<file path="src/design/cet_pkg.sv">
// ----------------------------------------------------------------------------
// cet_pkg
// Shared types, token and mode codes, character constants and class tests
// for the condition expression tokenizer.
// ----------------------------------------------------------------------------
package cet_pkg;

   localparam int MAX_EXPR_LEN_DEFAULT = 1024;
   localparam int TOK_POS_W            = 10;
   localparam int TOK_KIND_W           = 5;
   localparam int BUNDLE_DEPTH         = 3;

   typedef enum logic [TOK_KIND_W-1:0] {
      KIND_AND     = 5'd0,
      KIND_OR      = 5'd1,
      KIND_NOT     = 5'd2,
      KIND_NEQ     = 5'd3,
      KIND_EQ      = 5'd4,
      KIND_LPAREN  = 5'd5,
      KIND_RPAREN  = 5'd6,
      KIND_ARGSEP  = 5'd7,
      KIND_NODE    = 5'd8,
      KIND_BOOL    = 5'd9,
      KIND_LAMBDA  = 5'd10,
      KIND_KEY     = 5'd11,
      KIND_INTEGER = 5'd12,
      KIND_FLOAT   = 5'd13,
      KIND_STRING  = 5'd14,
      KIND_STOP    = 5'd15,
      KIND_ERROR   = 5'd16
   } kind_type;

   typedef enum logic [3:0] {
      MODE_IDLE   = 4'd0,
      MODE_BANG   = 4'd1,
      MODE_AMP    = 4'd2,
      MODE_PIPE   = 4'd3,
      MODE_EQ1    = 4'd4,
      MODE_IDENT  = 4'd5,
      MODE_INT    = 4'd6,
      MODE_FLOAT  = 4'd7,
      MODE_STRING = 4'd8,
      MODE_DEAD   = 4'd9
   } mode_type;

   // Bool word tracker states
   localparam logic [3:0] BW_NONE  = 4'd0;
   localparam logic [3:0] BW_T     = 4'd1;
   localparam logic [3:0] BW_TR    = 4'd2;
   localparam logic [3:0] BW_TRU   = 4'd3;
   localparam logic [3:0] BW_TRUE  = 4'd4;
   localparam logic [3:0] BW_F     = 4'd5;
   localparam logic [3:0] BW_FA    = 4'd6;
   localparam logic [3:0] BW_FAL   = 4'd7;
   localparam logic [3:0] BW_FALS  = 4'd8;
   localparam logic [3:0] BW_FALSE = 4'd9;

   localparam logic [7:0] CH_SPACE  = 8'h20;
   localparam logic [7:0] CH_BANG   = 8'h21;
   localparam logic [7:0] CH_DOLLAR = 8'h24;
   localparam logic [7:0] CH_AMP    = 8'h26;
   localparam logic [7:0] CH_QUOTE  = 8'h27;
   localparam logic [7:0] CH_LPAREN = 8'h28;
   localparam logic [7:0] CH_RPAREN = 8'h29;
   localparam logic [7:0] CH_COMMA  = 8'h2C;
   localparam logic [7:0] CH_DOT    = 8'h2E;
   localparam logic [7:0] CH_EQUALS = 8'h3D;
   localparam logic [7:0] CH_PIPE   = 8'h7C;
   localparam logic [7:0] CH_UPPER_T = 8'h54;
   localparam logic [7:0] CH_UPPER_F = 8'h46;
   localparam logic [7:0] CH_LOWER_T = 8'h74;
   localparam logic [7:0] CH_LOWER_F = 8'h66;
   localparam logic [7:0] CH_LOWER_R = 8'h72;
   localparam logic [7:0] CH_LOWER_U = 8'h75;
   localparam logic [7:0] CH_LOWER_E = 8'h65;
   localparam logic [7:0] CH_LOWER_A = 8'h61;
   localparam logic [7:0] CH_LOWER_L = 8'h6C;
   localparam logic [7:0] CH_LOWER_S = 8'h73;

   typedef struct packed {
      logic [7:0] character;
      logic       end_of_expression;
   } req_item_type;

   typedef struct packed {
      logic [TOK_KIND_W-1:0] token_kind;
      logic [TOK_POS_W-1:0]  token_start;
      logic [TOK_POS_W-1:0]  token_length;
      logic                  last_of_run;
   } rsp_item_type;

   typedef struct packed {
      logic [1:0]                         count;
      rsp_item_type [BUNDLE_DEPTH-1:0]    tok;
   } bundle_type;

   function automatic logic is_alpha(input logic [7:0] c);
      return (c inside {[8'h41:8'h5A], [8'h61:8'h7A]}) || (c == 8'h5F);
   endfunction

   function automatic logic is_digit(input logic [7:0] c);
      return c inside {[8'h30:8'h39]};
   endfunction

   function automatic logic is_str_char(input logic [7:0] c);
      return is_alpha(c) || is_digit(c) || (c == CH_SPACE) || (c inside {[8'h09:8'h0D]});
   endfunction

   function automatic logic [3:0] bool_next(input logic [3:0] tr, input logic [7:0] c);
      logic [3:0] r;
      r = BW_NONE;
      case (tr)
         BW_T:    r = (c == CH_LOWER_R) ? BW_TR    : BW_NONE;
         BW_TR:   r = (c == CH_LOWER_U) ? BW_TRU   : BW_NONE;
         BW_TRU:  r = (c == CH_LOWER_E) ? BW_TRUE  : BW_NONE;
         BW_F:    r = (c == CH_LOWER_A) ? BW_FA    : BW_NONE;
         BW_FA:   r = (c == CH_LOWER_L) ? BW_FAL   : BW_NONE;
         BW_FAL:  r = (c == CH_LOWER_S) ? BW_FALS  : BW_NONE;
         BW_FALS: r = (c == CH_LOWER_E) ? BW_FALSE : BW_NONE;
         default: r = BW_NONE;
      endcase
      return r;
   endfunction

endpackage

</file>
<file path="src/design/cet_lexer.sv">
// ----------------------------------------------------------------------------
// cet_lexer
// Lexer state and the single-pass step: one character in, a bundle of up to
// three tokens out.
// ----------------------------------------------------------------------------
module cet_lexer #(
   parameter int MAX_EXPR_LEN = cet_pkg::MAX_EXPR_LEN_DEFAULT
) (
   input  logic                  clock,
   input  logic                  reset,
   input  logic                  step_en,
   input  cet_pkg::req_item_type item,
   output cet_pkg::bundle_type   bundle
);

   localparam int IW = $clog2(MAX_EXPR_LEN);
   localparam logic [IW:0]   MOD      = (IW+1)'(MAX_EXPR_LEN);
   localparam logic [IW-1:0] LAST_POS = IW'(MAX_EXPR_LEN - 1);

   typedef struct packed {
      cet_pkg::mode_type mode;
      logic              emit;
      cet_pkg::kind_type kind;
      logic              set_trk;
      logic [3:0]        trk;
      logic              quote;
   } start_type;

   cet_pkg::mode_type mode_ff, mode_in;
   logic [IW-1:0]     idx_ff, idx_in;
   logic [IW-1:0]     start_ff, start_in;
   logic [3:0]        trk_ff, trk_in;

   cet_pkg::rsp_item_type toks [4];
   logic [2:0]            n;
   logic [IW-1:0]         p, endpos;
   logic [7:0]            c;
   start_type             st;

   function automatic logic [IW-1:0] inc_pos(input logic [IW-1:0] x);
      return (x == LAST_POS) ? '0 : x + IW'(1);
   endfunction

   function automatic logic [IW-1:0] span(input logic [IW-1:0] from, input logic [IW-1:0] to);
      logic [IW:0] d;
      d = {1'b0, to} - {1'b0, from};
      if (d[IW]) d = d + MOD;
      return d[IW-1:0];
   endfunction

   function automatic cet_pkg::rsp_item_type mk(input cet_pkg::kind_type k,
                                                input logic [IW-1:0] s,
                                                input logic [IW-1:0] l);
      cet_pkg::rsp_item_type r;
      r.token_kind   = k;
      r.token_start  = cet_pkg::TOK_POS_W'(s);
      r.token_length = cet_pkg::TOK_POS_W'(l);
      r.last_of_run  = 1'b0;
      return r;
   endfunction

   function automatic cet_pkg::kind_type word_kind(input logic [3:0] tr);
      return (tr == cet_pkg::BW_TRUE || tr == cet_pkg::BW_FALSE) ?
             cet_pkg::KIND_BOOL : cet_pkg::KIND_KEY;
   endfunction

   function automatic start_type start_token(input logic [7:0] ch);
      start_type s;
      s.mode    = cet_pkg::MODE_IDLE;
      s.emit    = 1'b0;
      s.kind    = cet_pkg::KIND_LPAREN;
      s.set_trk = 1'b0;
      s.trk     = cet_pkg::BW_NONE;
      s.quote   = 1'b0;
      case (ch)
         cet_pkg::CH_SPACE:  s.mode = cet_pkg::MODE_IDLE;
         cet_pkg::CH_BANG:   s.mode = cet_pkg::MODE_BANG;
         cet_pkg::CH_AMP:    s.mode = cet_pkg::MODE_AMP;
         cet_pkg::CH_PIPE:   s.mode = cet_pkg::MODE_PIPE;
         cet_pkg::CH_EQUALS: s.mode = cet_pkg::MODE_EQ1;
         cet_pkg::CH_LPAREN: begin s.emit = 1'b1; s.kind = cet_pkg::KIND_LPAREN; end
         cet_pkg::CH_RPAREN: begin s.emit = 1'b1; s.kind = cet_pkg::KIND_RPAREN; end
         cet_pkg::CH_COMMA:  begin s.emit = 1'b1; s.kind = cet_pkg::KIND_ARGSEP; end
         cet_pkg::CH_DOLLAR: begin s.emit = 1'b1; s.kind = cet_pkg::KIND_NODE; end
         cet_pkg::CH_QUOTE:  begin s.mode = cet_pkg::MODE_STRING; s.quote = 1'b1; end
         default: begin
            if (cet_pkg::is_alpha(ch)) begin
               s.mode    = cet_pkg::MODE_IDENT;
               s.set_trk = 1'b1;
               if (ch == cet_pkg::CH_LOWER_T || ch == cet_pkg::CH_UPPER_T) begin
                  s.trk = cet_pkg::BW_T;
               end else if (ch == cet_pkg::CH_LOWER_F || ch == cet_pkg::CH_UPPER_F) begin
                  s.trk = cet_pkg::BW_F;
               end
            end else if (cet_pkg::is_digit(ch)) begin
               s.mode = cet_pkg::MODE_INT;
            end else begin
               s.mode = cet_pkg::MODE_DEAD;
            end
         end
      endcase
      return s;
   endfunction

   assign c      = item.character;
   assign p      = idx_ff;
   assign endpos = inc_pos(idx_ff);
   assign st     = start_token(c);

   always_comb begin
      logic do_start;
      logic pair;
      logic [7:0] want;
      cet_pkg::kind_type pkind;
      mode_in  = mode_ff;
      start_in = start_ff;
      trk_in   = trk_ff;
      idx_in   = endpos;
      n        = '0;
      do_start = 1'b0;
      pair     = 1'b0;
      want     = cet_pkg::CH_AMP;
      pkind    = cet_pkg::KIND_AND;
      for (int i = 0; i < 4; i++) toks[i] = '0;

      case (mode_ff)
         cet_pkg::MODE_IDLE: do_start = 1'b1;
         cet_pkg::MODE_BANG: begin
            if (c == cet_pkg::CH_EQUALS) begin
               toks[n[1:0]] = mk(cet_pkg::KIND_NEQ, start_ff, IW'(2));
               n = n + 3'd1;
               mode_in = cet_pkg::MODE_IDLE;
            end else begin
               toks[n[1:0]] = mk(cet_pkg::KIND_NOT, start_ff, IW'(1));
               n = n + 3'd1;
               do_start = 1'b1;
            end
         end
         cet_pkg::MODE_AMP: begin
            pair = 1'b1; want = cet_pkg::CH_AMP; pkind = cet_pkg::KIND_AND;
         end
         cet_pkg::MODE_PIPE: begin
            pair = 1'b1; want = cet_pkg::CH_PIPE; pkind = cet_pkg::KIND_OR;
         end
         cet_pkg::MODE_EQ1: begin
            pair = 1'b1; want = cet_pkg::CH_EQUALS; pkind = cet_pkg::KIND_EQ;
         end
         cet_pkg::MODE_IDENT: begin
            if (cet_pkg::is_alpha(c) || cet_pkg::is_digit(c)) begin
               trk_in = cet_pkg::bool_next(trk_ff, c);
            end else if (c == cet_pkg::CH_LPAREN) begin
               toks[n[1:0]] = mk(cet_pkg::KIND_LAMBDA, start_ff, span(start_ff, p));
               n = n + 3'd1;
               mode_in = cet_pkg::MODE_IDLE;
            end else begin
               toks[n[1:0]] = mk(word_kind(trk_ff), start_ff, span(start_ff, p));
               n = n + 3'd1;
               do_start = 1'b1;
            end
         end
         cet_pkg::MODE_INT: begin
            if (c == cet_pkg::CH_DOT) begin
               mode_in = cet_pkg::MODE_FLOAT;
            end else if (!cet_pkg::is_digit(c)) begin
               toks[n[1:0]] = mk(cet_pkg::KIND_INTEGER, start_ff, span(start_ff, p));
               n = n + 3'd1;
               do_start = 1'b1;
            end
         end
         cet_pkg::MODE_FLOAT: begin
            if (!cet_pkg::is_digit(c)) begin
               toks[n[1:0]] = mk(cet_pkg::KIND_FLOAT, start_ff, span(start_ff, p));
               n = n + 3'd1;
               do_start = 1'b1;
            end
         end
         cet_pkg::MODE_STRING: begin
            if (c == cet_pkg::CH_QUOTE) begin
               toks[n[1:0]] = mk(cet_pkg::KIND_STRING, start_ff, span(start_ff, p));
               n = n + 3'd1;
               mode_in = cet_pkg::MODE_IDLE;
            end else if (!cet_pkg::is_str_char(c)) begin
               mode_in = cet_pkg::MODE_DEAD;
            end
         end
         default: mode_in = cet_pkg::MODE_DEAD;
      endcase

      if (pair && c != cet_pkg::CH_SPACE) begin
         if (c == want) begin
            toks[n[1:0]] = mk(pkind, start_ff, IW'(2));
            n = n + 3'd1;
            mode_in = cet_pkg::MODE_IDLE;
         end else begin
            mode_in = cet_pkg::MODE_DEAD;
         end
      end

      if (do_start) begin
         mode_in  = st.mode;
         start_in = st.quote ? inc_pos(p) : p;
         if (st.set_trk) trk_in = st.trk;
         if (st.emit) begin
            toks[n[1:0]] = mk(st.kind, p, IW'(1));
            n = n + 3'd1;
         end
      end

      if (item.end_of_expression) begin
         case (mode_in)
            cet_pkg::MODE_IDLE: begin
               toks[n[1:0]] = mk(cet_pkg::KIND_STOP, endpos, '0);
               n = n + 3'd1;
            end
            cet_pkg::MODE_BANG: begin
               toks[n[1:0]] = mk(cet_pkg::KIND_NOT, start_in, IW'(1));
               n = n + 3'd1;
               toks[n[1:0]] = mk(cet_pkg::KIND_STOP, endpos, '0);
               n = n + 3'd1;
            end
            cet_pkg::MODE_IDENT: begin
               toks[n[1:0]] = mk(word_kind(trk_in), start_in, span(start_in, endpos));
               n = n + 3'd1;
               toks[n[1:0]] = mk(cet_pkg::KIND_STOP, endpos, '0);
               n = n + 3'd1;
            end
            cet_pkg::MODE_INT: begin
               toks[n[1:0]] = mk(cet_pkg::KIND_INTEGER, start_in, span(start_in, endpos));
               n = n + 3'd1;
               toks[n[1:0]] = mk(cet_pkg::KIND_STOP, endpos, '0);
               n = n + 3'd1;
            end
            cet_pkg::MODE_FLOAT: begin
               toks[n[1:0]] = mk(cet_pkg::KIND_FLOAT, start_in, span(start_in, endpos));
               n = n + 3'd1;
               toks[n[1:0]] = mk(cet_pkg::KIND_STOP, endpos, '0);
               n = n + 3'd1;
            end
            default: begin
               toks[n[1:0]] = mk(cet_pkg::KIND_ERROR, endpos, '0);
               n = n + 3'd1;
            end
         endcase
         mode_in  = cet_pkg::MODE_IDLE;
         idx_in   = '0;
         start_in = '0;
         trk_in   = cet_pkg::BW_NONE;
      end

      if (n != 3'd0) toks[n[1:0] - 2'd1].last_of_run = 1'b1;
   end

   always_comb begin
      bundle.count = n[1:0];
      for (int i = 0; i < cet_pkg::BUNDLE_DEPTH; i++) bundle.tok[i] = toks[i];
   end

   always_ff @(posedge clock) begin
      if (reset) begin
         mode_ff  <= cet_pkg::MODE_IDLE;
         idx_ff   <= '0;
         start_ff <= '0;
         trk_ff   <= cet_pkg::BW_NONE;
      end else if (step_en) begin
         mode_ff  <= mode_in;
         idx_ff   <= idx_in;
         start_ff <= start_in;
         trk_ff   <= trk_in;
      end
   end

   a_end_rearms: assert property (@(posedge clock) disable iff (reset)
      step_en && item.end_of_expression |=> mode_ff == cet_pkg::MODE_IDLE && idx_ff == '0)
      else $error("lexer did not rearm after end of expression");

   a_end_reports: assert property (@(posedge clock) disable iff (reset)
      step_en && item.end_of_expression |-> bundle.count != 2'd0)
      else $error("end of expression produced no token");

   a_dead_silent: assert property (@(posedge clock) disable iff (reset)
      step_en && mode_ff == cet_pkg::MODE_DEAD && !item.end_of_expression
      |-> bundle.count == 2'd0)
      else $error("dead lexer produced a token");

endmodule

</file>
<file path="src/design/cet_tokbuf.sv">
// ----------------------------------------------------------------------------
// cet_tokbuf
// Result register: holds one bundle of tokens and hands them out one item
// per cycle while the consumer holds rsp_ready high.
// ----------------------------------------------------------------------------
module cet_tokbuf (
   input  logic                  clock,
   input  logic                  reset,
   input  logic                  load,
   input  cet_pkg::bundle_type   bundle,
   output logic                  free,
   output logic                  rsp_valid,
   input  logic                  rsp_ready,
   output cet_pkg::rsp_item_type rsp_data
);

   logic [1:0]            count_ff;
   cet_pkg::rsp_item_type tok_ff [cet_pkg::BUNDLE_DEPTH];
   logic                  pop;

   assign rsp_valid = (count_ff != 2'd0);
   assign rsp_data  = tok_ff[0];
   assign pop       = rsp_valid && rsp_ready;
   assign free      = (count_ff == 2'd0) || (count_ff == 2'd1 && rsp_ready);

   always_ff @(posedge clock) begin
      if (reset) begin
         count_ff <= '0;
      end else if (load) begin
         count_ff <= bundle.count;
      end else if (pop) begin
         count_ff <= count_ff - 2'd1;
      end
   end

   always_ff @(posedge clock) begin
      if (load) begin
         for (int i = 0; i < cet_pkg::BUNDLE_DEPTH; i++) tok_ff[i] <= bundle.tok[i];
      end else if (pop) begin
         for (int i = 0; i < cet_pkg::BUNDLE_DEPTH - 1; i++) tok_ff[i] <= tok_ff[i+1];
      end
   end

   a_load_when_free: assert property (@(posedge clock) disable iff (reset)
      load |-> free)
      else $error("bundle loaded over pending tokens");

   a_final_marked: assert property (@(posedge clock) disable iff (reset)
      rsp_valid && count_ff == 2'd1 |-> rsp_data.last_of_run)
      else $error("final token of a run not marked");

   a_inner_unmarked: assert property (@(posedge clock) disable iff (reset)
      rsp_valid && count_ff != 2'd1 |-> !rsp_data.last_of_run)
      else $error("inner token of a run marked as final");

endmodule

</file>
<file path="src/design/condition_expression_tokenizer.sv">
// ----------------------------------------------------------------------------
// condition_expression_tokenizer
// Streaming lexer: one character item in, zero to three token items out.
// A character is accepted into the input register, stepped by the lexer into
// the token bundle register, and its first token is offered from there.
// Throughput: one character per cycle while each gives at most one token and
// rsp_ready stays high; a character that gives several tokens holds the input
// until the single-entry token bundle register hands out its last token.
// Reset: synchronous; clears lexer mode, positions and all valid flags.
// ----------------------------------------------------------------------------
module condition_expression_tokenizer #(
   parameter int MAX_EXPR_LEN = cet_pkg::MAX_EXPR_LEN_DEFAULT
) (
   input  logic                  clock,
   input  logic                  reset,
   input  logic                  req_valid,
   output logic                  req_ready,
   input  cet_pkg::req_item_type req_data,
   output logic                  rsp_valid,
   input  logic                  rsp_ready,
   output cet_pkg::rsp_item_type rsp_data
);

   logic                  in_valid_ff;
   cet_pkg::req_item_type in_item_ff;
   logic                  advance;
   logic                  buf_free;
   cet_pkg::bundle_type   bundle;

   assign advance   = in_valid_ff && buf_free;
   assign req_ready = !in_valid_ff || advance;

   always_ff @(posedge clock) begin
      if (reset) begin
         in_valid_ff <= 1'b0;
      end else if (req_ready) begin
         in_valid_ff <= req_valid;
      end
   end

   always_ff @(posedge clock) begin
      if (req_valid && req_ready) begin
         in_item_ff <= req_data;
      end
   end

   cet_lexer #(
      .MAX_EXPR_LEN (MAX_EXPR_LEN)
   ) u_lexer (
      .clock   (clock),
      .reset   (reset),
      .step_en (advance),
      .item    (in_item_ff),
      .bundle  (bundle)
   );

   cet_tokbuf u_tokbuf (
      .clock     (clock),
      .reset     (reset),
      .load      (advance),
      .bundle    (bundle),
      .free      (buf_free),
      .rsp_valid (rsp_valid),
      .rsp_ready (rsp_ready),
      .rsp_data  (rsp_data)
   );

endmodule
</file>
<file path="config.mk">
export PLATFORM = sky130hd
export DESIGN_NAME = condition_expression_tokenizer
export DESIGN_NICKNAME = d
export VERILOG_FILES = /design/src/design/cet_pkg.sv /design/src/design/cet_lexer.sv /design/src/design/cet_tokbuf.sv /design/src/design/condition_expression_tokenizer.sv
export SDC_FILE = /design/constraint.sdc
export NUM_CORES = 1
export LEC_CHECK = 0
export BUFFER_PORTS_ARGS = -buffer_cell sky130_fd_sc_hd__buf_4
export CAP_MARGIN = 0
export CORE_MARGIN = 3
export CORE_UTILIZATION = 63
export CTS_CLUSTER_SIZE = 12
export DETAILED_ROUTE_END_ITERATION = 10
export PLACE_DENSITY = 0.79
export SLEW_MARGIN = 20
export SYNTH_ARGS = -nofsm -noshare
export SYNTH_HDL_FRONTEND = slang
export SYNTH_SLANG_ARGS = --single-unit
</file>
<file path="constraint.sdc">
create_clock -name clock -period 6.25 [get_ports clock]
set_input_delay 1.25 -clock clock [delete_from_list [all_inputs] [get_ports clock]]
set_output_delay 1.25 -clock clock [all_outputs]
set_load 0.03 [all_outputs]
</file>
==> results.json <==
{
  "cell_by_cell_listing_of_the_critical_path": "or4b_1 -> or4_4 -> nand2_1 -> o211a_1 -> inv_1 -> ha_1 -> nor2_1 -> a21oi_1 -> ha_1 -> o21ai_0 -> inv_1 -> ha_1 -> buf_4 -> nand2_1 -> nor2_1 -> a221oi_1 -> nor2_1",
  "cts_inserted_buffers": 17,
  "r2r_start": "in_item_ff[5]$_DFFE_PP_",
  "drt-initial-drc-count": 1976,
  "fin_crit_ns": 5.703,
  "max-clock-path-buffers": 2,
  "path_class": "flip-flop to flip-flop",
  "cts.repair.resized": 0,
  "ant_nets": 0,
  "post_synth.cell_area_avg_sq_um": 8.091,
  "final_max_slew_viol_count": 0,
  "critical-path-top-delay-family": "simple AND/OR/NAND/NOR gates",
  "final_critical_path_setup_slack_ns": 0.5465,
  "rrSetupSlack_ns": 0.55,
  "mostFrequentLayoutCell": "nor2_1",
  "placement.io_buffers": 40,
  "cts-hold-fix-buffers": 0,
  "timing.reg2reg.worst_path_depth": 17,
  "power.static_leakage_uw": 0.003728,
  "grt_overflow": 0,
  "cp_data_arrival_time_ns": 5.87,
  "final.setup.tns_ns": 0,
  "finish.utilization": 0.7065,
  "timing.fmax_ghz": 0.1753,
  "cts-htree-levels": 4,
  "worstSetupStartpointType": "flip-flop",
  "gp_routability_congestion": 1.021,
  "final_layout_size_suffix_gt1_frac": 0.1164,
  "wl_per_cell_microns": 24.92,
  "fin_worst_skew_ns": 0.006855,
  "mostFrequentLayoutCells": "nor2_1, a21oi_1, nand2_1",
  "largest_net_degree_at_the_start_of_global_routing": 60,
  "cts_root_buffer": "clkbuf_16",
  "yosys.cell_types.count": 92,
  "placed_area_sq_mm": 0.009882,
  "dr_total_vias": 9964,
  "worstReg2RegEnd": "u_tokbuf.tok_ff[0][2]$_DFFE_PP_",
  "grt_setup_unrepaired": "false",
  "hold_path.startpoint": "u_tokbuf.count_ff[1]$_SDFFE_PP0P_",
  "synth-edff-count": 87,
  "routed_wl_microns": 33910,
  "synth_ff_type": "edfxtp_1",
  "worstSkewPairLatency_ns": 0.43,
  "fp-row-count": 44,
  "dpl_worst_slack_ns": 0.6871,
  "starting_utilization_of_the_core_area": 0.6532,
  "maximum_fanout_along_the_worst_path": 23,
  "run_status": "finished, final reports clean",
  "synthArstFlopShare": 0,
  "worst_ir_drop_vdd_v": 0.0002292,
  "max-slew-margin-rel": 0.2947,
  "cts_clock_pin_slew_for_the_worst_setup_and_hold_paths_ns": 0.06,
  "cts_num_sinks": 118,
  "synthesis.area_sq_mm": 0.009637,
  "postSynthRegisterBits": 118,
  "drt_drc_violations_left": 0,
  "setup-violations-final": 0,
  "min_to": "u_tokbuf.count_ff[1]$_SDFFE_PP0P_",
  "coreArea_sq_mm": 0.01475,
  "fin_nets": 1208,
  "min-delay-path-class": "flip-flop to flip-flop",
  "cp.buffers_inverters": 3,
  "synthesis.instances": 1191,
  "synth.yosys.warnings": 0,
  "synth.yosys.seq_area_share": 0.3355,
  "powerDensity_mw_per_mm2": 343.3,
  "worst_pin_slew_ns": 1.058,
  "post_cts.repair.setup_buffers": 0,
  "die_area_sq_mm": 0.01682,
  "die_width_microns": 129.7,
  "floorplan.io_pins": 41,
  "cp.required_ns": 6.41,
  "antenna-diode-count": 0,
  "critical-path-slowest-cell": "or4b_1",
  "syn_nets": 1235,
  "cts_tree": "done",
  "grt_pass1_wl_microns": 51440,
  "min_period_over_period": 0.9126,
  "dp_hpwl_microns": 23830,
  "crit_path_end_kind": "flip-flop",
  "die_h_microns": 129.7,
  "drv_cap": 0,
  "vias_in_the_first_global_route": 9016,
  "largest_stage_delay_worst_path_ns": 0.77,
  "number_of_cells_on_the_worst_hold_path": 2,
  "syn_to_final_growth_pct": 8.166,
  "hold_violations": 0,
  "antenna_found_initial": 0,
  "detail_route.vias_per_cell": 7.321,
  "drt_first_pass_iters": 10,
  "post-route-cell-area_sq_mm": 0.01042,
  "gr-usage-all-layers": 0.3994
}
==> synthesized netlist by cell type (5+ instances only) <==
library cell | instances | area share
o31ai_1 | 10 | 0.0078
nor4_1 | 17 | 0.011
nand3_1 | 34 | 0.018
nand2_1 | 94 | 0.037
nand3b_1 | 6 | 0.0047
and4_1 | 6 | 0.0055
buf_4 | 26 | 0.020
and3_1 | 11 | 0.0071
buf_2 | 9 | 0.0047
a21o_1 | 7 | 0.0055
edfxtp_1 | 87 | 0.27
o21ai_0 | 64 | 0.033
or3_1 | 11 | 0.0071
xnor2_1 | 20 | 0.018
o211a_1 | 6 | 0.0062
nand2b_1 | 18 | 0.012
a21oi_1 | 97 | 0.050
o21ai_1 | 22 | 0.011
o22ai_1 | 8 | 0.0052
nand4_1 | 10 | 0.0065
a22o_1 | 8 | 0.0073
and2_1 | 10 | 0.0065
ha_1 | 29 | 0.038
xor2_1 | 10 | 0.0091
o211ai_1 | 17 | 0.013
a22oi_1 | 37 | 0.029
inv_1 | 48 | 0.019
dfxtp_1 | 31 | 0.064
nor2b_1 | 12 | 0.0078
mux2i_1 | 11 | 0.011
a221oi_1 | 14 | 0.013
nor3_1 | 36 | 0.019
nor2_1 | 127 | 0.049
clkbuf_1 | 87 | 0.034
a221o_1 | 5 | 0.0052
a211oi_1 | 6 | 0.0047
a31oi_1 | 23 | 0.015
o2111ai_1 | 5 | 0.0045
a2bb2oi_1 | 6 | 0.0055
o41ai_1 | 5 | 0.0045
==> cells by family (layout without fill, tap and decap cells) <==
logic type,Yosys count,count (layout),synth area share
muxes,13,13,0.01376
AOI/OAI and AO/OA,397,397,0.2802
adders and majority gates,31,31,0.04181
xor gates and xnor gates,30,30,0.02727
and+or+nand+nor,425,425,0.2199
buffers and inverters,177,163,0.08154
DFF,118,118,0.3355
==> where the power goes <==
| group | leakage [uW] | internal [uW] | switching (uW) |
|---|---|---|---|
| sequential | 0.00110 | 1100 | 85.2 |
| combinational | 0.00238 | 445 | 1030 |
| clock | 0.000254 | 542 | 377 |
| total | 0.00373 | 2090 | 1490 |
==> worst max-delay path by stage <==
stage,from,to,slack [ns],cells past startpoint
after floorplan,in_item_ff[5]$_DFFE_PP_,u_tokbuf.tok_ff[0][10]$_DFFE_PP_,1.61,17
after global placement,in_item_ff[5]$_DFFE_PP_,u_tokbuf.tok_ff[0][2]$_DFFE_PP_,0.82,17
after detailed placement,in_item_ff[5]$_DFFE_PP_,u_tokbuf.tok_ff[0][2]$_DFFE_PP_,0.69,17
after CTS,in_item_ff[5]$_DFFE_PP_,u_tokbuf.tok_ff[0][2]$_DFFE_PP_,0.68,17
after global routing,in_item_ff[5]$_DFFE_PP_,u_tokbuf.tok_ff[0][24]$_DFFE_PP_,0.36,18
final,in_item_ff[5]$_DFFE_PP_,u_tokbuf.tok_ff[0][2]$_DFFE_PP_,0.55,17
==> layer usage <==
metal | vias up | GRT usage | part of all wire
met1 | 4566 | 0.5592 | 0.38
li1 | 4383 | - | -
met5 | - | 0 | 0
met4 | 0 | 0.1773 | 0.051
met3 | 155 | 0.1282 | 0.15
met2 | 860 | 0.5645 | 0.42
==> flip-flops by register name, summed over array words and instances, names as in the netlist <==
signal,cells
u_tokbuf.count_ff,2
in_item_ff,9
u_lexer.trk_ff,4
u_lexer.idx_ff,10
u_tokbuf.tok_ff,78
u_lexer.mode_ff,4
u_lexer.start_ff,10
in_valid_ff,1
==> stage by stage <==
step                      hold WS (ns)  std cells  total power [uW]
after CTS                       0.5034       1361              3525
final                           0.5144       1361              3579
after global placement          0.4780       1329              2604
after detailed placement        0.4872       1329              2615
after global routing            0.5320       1361              3707
after floorplan                 0.4521       1191              2246
==> cell type report <==
class / count / area, sq um
repair buffers: 82 / 615.6
well taps: 184 / 230.2
multi-input cells: 896 / 5619
clock buffers: 19 / 432.9
inverters: 49 / 183.9
flip-flops and latches: 118 / 3233
clock inverters: 13 / 108.9
fillers: 1210 / 4330
==> worst min-delay path, stage by stage, from the launching register on <==
cell and delay [ns]:
dfxtp_1 0.33, a31oi_1 0.07, o21ai_0 0.08
Power figures use the tool's default switching activity.
